File: config.mk
export PLATFORM = sky130hd
export DESIGN_NAME = keyed_event_counter_table_top
export DESIGN_NICKNAME = d
export VERILOG_FILES = /design/src/hw/rtl/kect_pkg.sv /design/src/hw/rtl/keyed_event_counter_table_top.sv
export SDC_FILE = /design/constraint.sdc
export NUM_CORES = 2
export LEC_CHECK = 0
export BUFFER_PORTS_ARGS = -buffer_cell sky130_fd_sc_hd__buf_2
export CAP_MARGIN = 30
export CORE_MARGIN = 2
export CORE_UTILIZATION = 35
export DETAILED_ROUTE_END_ITERATION = 6
export GPL_TIMING_DRIVEN = 0
export PLACE_DENSITY = 0.52
export SETUP_SLACK_MARGIN = 0.2
export SLEW_MARGIN = 15
export SYNTH_ARGS = -nofsm -noshare
export SYNTH_HDL_FRONTEND = slang
export SYNTH_SLANG_ARGS = --single-unit
File: constraint.sdc
create_clock -name clk_i -period 8 [get_ports clk_i]
set_input_delay 1.6 -clock clk_i [delete_from_list [all_inputs] [get_ports clk_i]]
set_output_delay 1.6 -clock clk_i [all_outputs]
set_load 0.05 [all_outputs]
File: src/hw/rtl/kect_pkg.sv
// Package with the widths and the command, status and controller state codes of the keyed event counter table.
package kect_pkg;

  localparam int unsigned CMD_W    = 3;
  localparam int unsigned CAT_IN_W = 3;
  localparam int unsigned KEY_W    = 64;
  localparam int unsigned VALUE_W  = 22;
  localparam int unsigned STATUS_W = 2;

  localparam logic [VALUE_W-1:0] VALUE_MAX = {VALUE_W{1'b1}};

  typedef enum logic [CMD_W-1:0] {
    CMD_PUSH      = 3'd0,
    CMD_CLEAR     = 3'd1,
    CMD_READ      = 3'd2,
    CMD_TGT_TOTAL = 3'd3,
    CMD_CAT_TOTAL = 3'd4,
    CMD_GRAND     = 3'd5
  } cmd_e;

  typedef enum logic [STATUS_W-1:0] {
    ST_OK        = 2'd0,
    ST_INVALID   = 2'd1,
    ST_FULL      = 2'd2,
    ST_NOT_FOUND = 2'd3
  } status_e;

  typedef enum logic [2:0] {
    S_IDLE,
    S_LOOK,
    S_INCW,
    S_ZERO,
    S_SUM,
    S_DONE
  } state_e;

endpackage

File: src/hw/rtl/keyed_event_counter_table_top.sv
// Keyed event counter table: key lookup, saturating counters and sums over a counter memory.
//
// One item is handled at a time. After the input transfer, a lookup walks the key memory
// one entry per cycle. A push to a known key then does a read-modify-write of its counter;
// a push that creates an entry writes its CATEGORIES counters one per cycle. Sums read the
// counter memory one word per cycle, then add the last word and hand the sum on; category
// and grand totals read nothing when the table is empty. The result then moves from S_DONE
// to the output register once that is free; a new item is taken while a result still
// waits there. Invalid input goes straight to S_DONE. No memory clearing runs after reset.
module keyed_event_counter_table_top #(
  parameter int unsigned MAX_TARGETS  = 16,
  parameter int unsigned CATEGORIES   = 4,
  parameter int unsigned KEY_BYTES    = 8,
  parameter int unsigned COUNTER_BITS = 16
) (
  input  logic                           clk_i,
  input  logic                           rst_ni,
  input  logic                           in_valid_i,
  output logic                           in_stall_o,
  input  logic [kect_pkg::CMD_W-1:0]     command_i,
  input  logic [kect_pkg::CAT_IN_W-1:0]  category_i,
  input  logic [kect_pkg::KEY_W-1:0]     target_key_i,
  output logic                           out_valid_o,
  input  logic                           out_stall_i,
  output logic [kect_pkg::VALUE_W-1:0]   value_o,
  output logic [kect_pkg::STATUS_W-1:0]  status_o
);
  import kect_pkg::*;

  localparam int unsigned IDX_W  = (MAX_TARGETS > 1) ? $clog2(MAX_TARGETS) : 1;
  localparam int unsigned CNT_W  = $clog2(MAX_TARGETS + 1);
  localparam int unsigned CAT_W  = (CATEGORIES > 1) ? $clog2(CATEGORIES) : 1;
  localparam int unsigned ADDR_W = IDX_W + CAT_W;
  localparam int unsigned SUM_W  = ((COUNTER_BITS > VALUE_W) ? COUNTER_BITS : VALUE_W) + 1;

  localparam logic [CNT_W-1:0]        USED_FULL = CNT_W'(MAX_TARGETS);
  localparam logic [CAT_W-1:0]        CAT_LAST  = CAT_W'(CATEGORIES - 1);
  localparam logic [COUNTER_BITS-1:0] CTR_MAX   = {COUNTER_BITS{1'b1}};

  // Memories
  logic [KEY_W-1:0]        key_mem [MAX_TARGETS];
  logic [COUNTER_BITS-1:0] ctr_mem [2**ADDR_W];

  logic                    key_we;
  logic [IDX_W-1:0]        key_waddr;
  logic [IDX_W-1:0]        key_raddr;
  logic [KEY_W-1:0]        key_rdata_q;
  logic                    ctr_we;
  logic [ADDR_W-1:0]       ctr_waddr;
  logic [COUNTER_BITS-1:0] ctr_wdata;
  logic [ADDR_W-1:0]       ctr_raddr;
  logic [COUNTER_BITS-1:0] ctr_rdata_q;

  // Control and payload registers
  state_e                  state_q, state_d;
  cmd_e                    cmd_q, cmd_d;
  logic [CAT_IN_W-1:0]     cat_q, cat_d;
  logic [KEY_W-1:0]        key_q, key_d;
  logic [CNT_W-1:0]        used_q, used_d;
  logic [CNT_W-1:0]        scan_q, scan_d;
  logic                    pend_q, pend_d;
  logic [IDX_W-1:0]        hit_q, hit_d;
  logic [IDX_W-1:0]        sw_idx_q, sw_idx_d;
  logic [CAT_W-1:0]        sw_cat_q, sw_cat_d;
  logic                    step_cat_q, step_cat_d;
  logic                    step_idx_q, step_idx_d;
  logic                    iss_done_q, iss_done_d;
  logic [VALUE_W-1:0]      acc_q, acc_d;
  logic [VALUE_W-1:0]      res_value_q, res_value_d;
  status_e                 res_status_q, res_status_d;
  logic                    out_valid_q, out_valid_d;
  logic [VALUE_W-1:0]      out_value_q, out_value_d;
  status_e                 out_status_q, out_status_d;

  logic [KEY_W-1:0]        norm_key;
  logic                    key_alive;
  logic                    in_xfer;
  logic                    cat_ok;
  logic                    key_ok;
  logic                    key_match;
  logic                    last_issue;
  logic [SUM_W-1:0]        sum_full;
  logic [VALUE_W-1:0]      sum_sat;
  logic [IDX_W-1:0]        used_idx;
  logic [CAT_W-1:0]        cat_sel;

  // Keep the characters before the first zero byte, at most KEY_BYTES of them.
  always_comb begin
    norm_key  = '0;
    key_alive = 1'b1;
    for (int i = 0; i < 8; i++) begin
      if (i < KEY_BYTES && key_alive && target_key_i[8*i +: 8] != 8'd0) begin
        norm_key[8*i +: 8] = target_key_i[8*i +: 8];
      end else begin
        key_alive = 1'b0;
      end
    end
  end

  assign in_stall_o = (state_q != S_IDLE);
  assign in_xfer    = in_valid_i && !in_stall_o;
  assign cat_ok     = ({1'b0, category_i} < (CAT_IN_W + 1)'(CATEGORIES));
  assign key_ok     = (norm_key != '0);
  assign key_match  = (key_rdata_q == key_q);
  assign used_idx   = IDX_W'(used_q);
  assign cat_sel    = cat_q[CAT_W-1:0];

  assign last_issue = (!step_cat_q || sw_cat_q == CAT_LAST) &&
                      (!step_idx_q || (CNT_W'(sw_idx_q) + CNT_W'(1)) == used_q);

  // The running sum saturates at every step, which equals clamping the full sum.
  assign sum_full = SUM_W'(acc_q) + SUM_W'(ctr_rdata_q);
  assign sum_sat  = (sum_full > SUM_W'(VALUE_MAX)) ? VALUE_MAX : sum_full[VALUE_W-1:0];

  always_comb begin
    state_d      = state_q;
    cmd_d        = cmd_q;
    cat_d        = cat_q;
    key_d        = key_q;
    used_d       = used_q;
    scan_d       = scan_q;
    pend_d       = pend_q;
    hit_d        = hit_q;
    sw_idx_d     = sw_idx_q;
    sw_cat_d     = sw_cat_q;
    step_cat_d   = step_cat_q;
    step_idx_d   = step_idx_q;
    iss_done_d   = iss_done_q;
    acc_d        = acc_q;
    res_value_d  = res_value_q;
    res_status_d = res_status_q;
    key_we       = 1'b0;
    key_waddr    = used_idx;
    key_raddr    = scan_q[IDX_W-1:0];
    ctr_we       = 1'b0;
    ctr_waddr    = {hit_q, cat_sel};
    ctr_wdata    = '0;
    ctr_raddr    = {sw_idx_q, sw_cat_q};

    case (state_q)
      S_IDLE: begin
        if (in_xfer) begin
          cmd_d        = cmd_e'(command_i);
          cat_d        = category_i;
          key_d        = norm_key;
          scan_d       = '0;
          pend_d       = 1'b0;
          acc_d        = '0;
          res_value_d  = '0;
          res_status_d = ST_OK;
          sw_idx_d     = '0;
          sw_cat_d     = category_i[CAT_W-1:0];
          step_cat_d   = 1'b0;
          step_idx_d   = 1'b1;
          iss_done_d   = (used_q == '0);
          case (command_i) inside
            CMD_PUSH, CMD_CLEAR, CMD_READ: begin
              if (cat_ok && key_ok) begin
                state_d = S_LOOK;
              end else begin
                res_status_d = ST_INVALID;
                state_d      = S_DONE;
              end
            end
            CMD_TGT_TOTAL: begin
              if (key_ok) begin
                state_d = S_LOOK;
              end else begin
                res_status_d = ST_INVALID;
                state_d      = S_DONE;
              end
            end
            CMD_CAT_TOTAL: begin
              if (cat_ok) begin
                state_d = S_SUM;
              end else begin
                res_status_d = ST_INVALID;
                state_d      = S_DONE;
              end
            end
            CMD_GRAND: begin
              sw_cat_d   = '0;
              step_cat_d = 1'b1;
              state_d    = S_SUM;
            end
            default: begin
              res_status_d = ST_INVALID;
              state_d      = S_DONE;
            end
          endcase
        end
      end

      // Key search: the read issued last cycle is compared while the next one goes out.
      S_LOOK: begin
        if (pend_q && key_match) begin
          hit_d      = IDX_W'(scan_q - CNT_W'(1));
          pend_d     = 1'b0;
          sw_idx_d   = IDX_W'(scan_q - CNT_W'(1));
          step_idx_d = 1'b0;
          iss_done_d = 1'b0;
          case (cmd_q)
            CMD_PUSH: begin
              ctr_raddr = {IDX_W'(scan_q - CNT_W'(1)), cat_sel};
              state_d   = S_INCW;
            end
            CMD_CLEAR: begin
              ctr_we    = 1'b1;
              ctr_waddr = {IDX_W'(scan_q - CNT_W'(1)), cat_sel};
              ctr_wdata = '0;
              state_d   = S_DONE;
            end
            CMD_READ: begin
              sw_cat_d   = cat_sel;
              step_cat_d = 1'b0;
              state_d    = S_SUM;
            end
            default: begin
              sw_cat_d   = '0;
              step_cat_d = 1'b1;
              state_d    = S_SUM;
            end
          endcase
        end else if (scan_q == used_q) begin
          pend_d = 1'b0;
          if (cmd_q == CMD_PUSH) begin
            if (used_q == USED_FULL) begin
              res_status_d = ST_FULL;
              state_d      = S_DONE;
            end else begin
              key_we   = 1'b1;
              sw_cat_d = '0;
              state_d  = S_ZERO;
            end
          end else begin
            res_status_d = ST_NOT_FOUND;
            state_d      = S_DONE;
          end
        end else begin
          scan_d = scan_q + CNT_W'(1);
          pend_d = 1'b1;
        end
      end

      S_INCW: begin
        ctr_we    = 1'b1;
        ctr_wdata = (ctr_rdata_q == CTR_MAX) ? ctr_rdata_q : ctr_rdata_q + COUNTER_BITS'(1);
        state_d   = S_DONE;
      end

      // New entry: its counters are written in turn, the pushed one starting at one.
      S_ZERO: begin
        ctr_we    = 1'b1;
        ctr_waddr = {used_idx, sw_cat_q};
        ctr_wdata = (sw_cat_q == cat_sel) ? COUNTER_BITS'(1) : '0;
        if (sw_cat_q == CAT_LAST) begin
          used_d  = used_q + CNT_W'(1);
          state_d = S_DONE;
        end else begin
          sw_cat_d = sw_cat_q + CAT_W'(1);
        end
      end

      S_SUM: begin
        if (pend_q) begin
          acc_d = sum_sat;
        end
        if (!iss_done_q) begin
          pend_d     = 1'b1;
          iss_done_d = last_issue;
          if (step_cat_q && sw_cat_q != CAT_LAST) begin
            sw_cat_d = sw_cat_q + CAT_W'(1);
          end else begin
            if (step_cat_q) begin
              sw_cat_d = '0;
            end
            if (step_idx_q) begin
              sw_idx_d = sw_idx_q + IDX_W'(1);
            end
          end
        end else if (pend_q) begin
          pend_d = 1'b0;
        end else begin
          res_value_d = acc_q;
          state_d     = S_DONE;
        end
      end

      S_DONE: begin
        if (!out_valid_q || !out_stall_i) begin
          state_d = S_IDLE;
        end
      end

      default: begin
        state_d = S_IDLE;
      end
    endcase
  end

  // Output register
  always_comb begin
    out_valid_d  = out_valid_q;
    out_value_d  = out_value_q;
    out_status_d = out_status_q;
    if (out_valid_q && !out_stall_i) begin
      out_valid_d = 1'b0;
    end
    if (state_q == S_DONE && (!out_valid_q || !out_stall_i)) begin
      out_valid_d  = 1'b1;
      out_value_d  = res_value_q;
      out_status_d = res_status_q;
    end
  end

  assign out_valid_o = out_valid_q;
  assign value_o     = out_value_q;
  assign status_o    = out_status_q;

  always_ff @(posedge clk_i or negedge rst_ni) begin
    if (!rst_ni) begin
      state_q      <= S_IDLE;
      used_q       <= '0;
      scan_q       <= '0;
      pend_q       <= 1'b0;
      iss_done_q   <= 1'b0;
      step_cat_q   <= 1'b0;
      step_idx_q   <= 1'b0;
      out_valid_q  <= 1'b0;
    end else begin
      state_q      <= state_d;
      used_q       <= used_d;
      scan_q       <= scan_d;
      pend_q       <= pend_d;
      iss_done_q   <= iss_done_d;
      step_cat_q   <= step_cat_d;
      step_idx_q   <= step_idx_d;
      out_valid_q  <= out_valid_d;
    end
  end

  always_ff @(posedge clk_i) begin
    cmd_q        <= cmd_d;
    cat_q        <= cat_d;
    key_q        <= key_d;
    hit_q        <= hit_d;
    sw_idx_q     <= sw_idx_d;
    sw_cat_q     <= sw_cat_d;
    acc_q        <= acc_d;
    res_value_q  <= res_value_d;
    res_status_q <= res_status_d;
    out_value_q  <= out_value_d;
    out_status_q <= out_status_d;
  end

  always_ff @(posedge clk_i) begin
    if (key_we) begin
      key_mem[key_waddr] <= key_q;
    end
    key_rdata_q <= key_mem[key_raddr];
  end

  always_ff @(posedge clk_i) begin
    if (ctr_we) begin
      ctr_mem[ctr_waddr] <= ctr_wdata;
    end
    ctr_rdata_q <= ctr_mem[ctr_raddr];
  end

endmodule
==> load_flow_metrics.sql <==
INSERT INTO impl_metrics (metric_group, metric, value, unit) VALUES
('setup_path', 'reg2reg_to', 'ctr_rdata_q[1]', ''),
('hold_path', 'hp-start', 'res_value_q[17]', ''),
('placed_design', 'hpwl', '197000', 'um'),
('global_route', 'overflow', '0', ''),
('synth', 'synth.lib_cells_used.distinct', '74', ''),
('floorplan', 'io-pin-count', '100', ''),
('routing', 'firstDrtPassIters', '6', ''),
('hold_path', 'min_delay_path_depth', '0', ''),
('sta', 'fmax', '128.9', 'MHz'),
('synth', 'combinational_family_with_the_most_area_after_synthesis', 'multiplexers', ''),
('routing', 'final_routed_wirelength', '277500', 'um'),
('synth', 'synth.cell_area', '91700', 'um2'),
('clocking', 'clock_tree_root', 'clkbuf_16', ''),
('clocking', 'clkTransAtPathRegs', '0.07', 'ns'),
('placed_design', 'routabilityCongestion', '0.9195', ''),
('synth', 'post_synth_fa_ha_maj_area_fraction', '0.3629', '%'),
('cells_and_area', 'areaGrowthSynthToFinish', '18.05', '%'),
('routing', 'remaining_drc_errors', '0', ''),
('setup_path', 'start_kind', 'register', ''),
('setup_path', 'required_time_of_the_worst_setup_path', '8.55', 'ns'),
('setup_path', 'timing_worst_setup_path_type', 'reg2reg', ''),
('synth', 'ys_dominant_reg_cell', 'edfxtp_1', ''),
('cells_and_area', 'post_layout_cell_count', '9386', ''),
('pwr', 'total_power', '34.59', 'mW'),
('hold_path', 'hp-class', 'reg2reg', ''),
('routing', 'total_vias_in_the_final_route', '52650', ''),
('clocking', 'htree_levels', '4', ''),
('sta', 'hold_viol', '0', ''),
('setup_path', 'rr_worst_depth', '11', ''),
('synth', 'number_of_synthesized_flops_with_an_enable_pin', '2197', ''),
('synth', 'synth-compound-area-share', '6.118', '%'),
('pwr', 'power_density', '319.5', 'nW/um2'),
('synth', 'synth_simple_gate_area_share', '4.097', '%'),
('clocking', 'clk_path_buf_depth', '3', ''),
('floorplan', 'start_util', '35.25', '%'),
('synth', 'synth_xor_area_share', '0.9551', '%'),
('sta', 'tightest_slew', '1.152', 'ns'),
('global_route', 'maximum_number_of_pins_on_one_net_before_global_route_repair', '33', ''),
('pwr', 'ir_drop', '0.0002131', 'V'),
('placed_design', 'port_buffers', '99', ''),
('synth', 'asyncSetResetFlopFracSynth', '0.7843', '%'),
('sta', 'timing.slew.headroom', '22.53', '%'),
('synth', 'synth.area.mux_share', '12.62', '%'),
('floorplan', 'core.rowCount', '187', ''),
('clocking', 'clock_buffers_created_by_tritoncts', '225', ''),
('clocking', 'tritoncts_clock_tree', 'done', ''),
('global_route', 'grt_pass1_vias', '51190', ''),
('setup_path', 'critical_path.max_fanout', '18', ''),
('floorplan', 'design.core.area', '260200', 'um2'),
('setup_path', 'rr_startpoint', 'key_q[35]', ''),
('sta', 'final_critical_path_time_including_i_o_delays_and_setup', '7.760', 'ns'),
('flow_run', 'cap_violations', '0', ''),
('routing', 'iter_0_drt_violations', '6853', ''),
('hold_path', 'holdPathEnd', 'value_o[17]', ''),
('global_route', 'first_pass_grt_wire_length', '388500', 'um'),
('synth', 'ys_seq_elements', '2295', ''),
('sta', 'unrepaired_setup_endpoints_after_global_routing', 'false', ''),
('cells_and_area', 'drive_gt1_share', '21.00', '%'),
('routing', 'via_per_inst', '5.610', ''),
('run_status', 'outcome', 'finished, final reports clean', ''),
('floorplan', 'chipHeight', '515.9', 'um'),
('synth', 'synth.yosys.seq_area_share', '74.18', '%'),
('sta', 'layout_worst_path_cycle_share', '97.00', '%'),
('synth', 'post_synth_inst_count', '5094', ''),
('clocking', 'cts.sinks', '2295', ''),
('synth', 'synth_area_per_cell', '18.00', 'um2'),
('synth', 'synth-warning-count', '0', ''),
('floorplan', 'fp.dieW', '515.9', 'um'),
('pwr', 'power.leakage', '35.13', 'nW'),
('setup_path', 'crit_path_end_kind', 'register', ''),
('setup_path', 'timing.critical_path.arrival', '8.31', 'ns');
[state kept, by name, indices dropped and copies added (netlist names), 3 cells and up]
| signal | flops |
|---|---|
| sw_idx_q | 4 |
| hit_q | 4 |
| res_value_q | 22 |
| used_q | 5 |
| ctr_rdata_q | 16 |
| ctr_mem | 1024 |
| state_q | 3 |
| value_o | 22 |
| key_rdata_q | 64 |
| cmd_q | 3 |
| key_q | 64 |
| key_mem | 1024 |
| acc_q | 22 |
| scan_q | 5 |
[cells in the final DEF (no fill, tap or decap), drive strengths merged, types with 97 or more instances in the layout]
cell type  instances
edfxtp          2197
mux4             320
nand2            363
a311oi            97
a2111oi           99
mux2i            424
nor2             138
a31oi            106
buf              481
clkbuf           535
o22ai            163
[worst max-delay path by stage]
stage,depth (start not counted),start,endpoint
floorplan,10,key_q[45],key_mem[1][0]
global placement,10,key_q[52],key_mem[0][42]
detailed placement,12,scan_q[1],ctr_rdata_q[4]
CTS,12,scan_q[1],ctr_rdata_q[4]
global route,11,key_q[35],ctr_rdata_q[13]
finish,11,key_q[35],ctr_rdata_q[1]
[per-layer routing]
layer	vias to the layer above	wire [um]	GRT usage, %
met5	-	62	0
met4	12	6949	5.129
met3	371	23520	3.988
met2	2461	125500	31.62
met1	27710	121500	29.83
li1	22100	-	-
[critical path, cell delays in order, from the launching register on]
cell and delay [ns]:
edfxtp_1 0.71, nor2b_1 0.20, a2111oi_0 0.33, nor4b_1 0.83
nand3_1 0.91, nor3_4 0.55, buf_6 0.22, mux2i_2 0.89
clkbuf_1 0.78, o221ai_1 0.34, o31ai_1 0.95, o2111ai_1 0.69
[synth_stat cells (49+ instances only)]
cell          n  area share (%)
edfxtp_1   2197              72
mux2i_1     424             4.6
nand2_1     363             1.5
mux4_2      320             7.9
clkbuf_1    216            0.88
o22ai_1     163             1.1
nor2_1      136            0.56
a31oi_1     106            0.72
a2111oi_0    99            0.95
a311oi_1     97            0.93
buf_2        85            0.46
dfxtp_1      80             1.7
and2_1       57            0.39
xnor2_1      53            0.51
o22a_1       50            0.48
a21oi_1      49            0.27
o221ai_1     49            0.47
o31ai_1      49            0.40
[cell families (layout without fill, tap and decap cells)]
family | after synthesis | after routing
other | 0 | 9
adders and majority gates | 26 | 26
buffers and inverters | 367 | 1154
muxes | 755 | 755
and+or+nand+nor | 795 | 795
DFF | 2295 | 2295
AOI/OAI and AO/OA | 756 | 756
xor gates and xnor gates | 100 | 100
[where the power goes]
group | internal [mW] | switching [mW] | leakage, nW | total, mW
clock | 5.90 | 4.53 | 3.51 | 10.4
sequential | 14.0 | 0.443 | 20.7 | 14.4
combinational | 3.50 | 6.22 | 10.9 | 9.72
total | 23.4 | 11.2 | 35.1 | 34.6
[metrics by stage]
stage          worst slack (ns)  utilization, %  area (um2)  hold WS (ns)  TNS [ns]
4_1_cts                  0.5778           41.56      108100        0.4200         0
6_report                 0.2403           41.61      108300        0.4168         0
2_1_floorplan            0.6540               -       91700        0.4003         0
5_1_grt                  0.2872           41.60      108200        0.4272         0
3_5_place_dp             0.5972           38.79      100900        0.4045         0
3_3_place_gp             -8.869           37.12       96570        0.4072  -5497.35
[area by class of cell]
type | instances | area, um2
diodes | 9 | 22.52
fillers | 23080 | 151900
repair buffers | 364 | 4472
well taps | 3496 | 4374
clock buffers | 318 | 6203
inverters | 33 | 123.9
flip-flops and latches | 2295 | 68030
clock inverters | 105 | 1002
multi-input cells | 2432 | 22610
plain buffers | 334 | 1420
(Power assumes the default switching activity.)
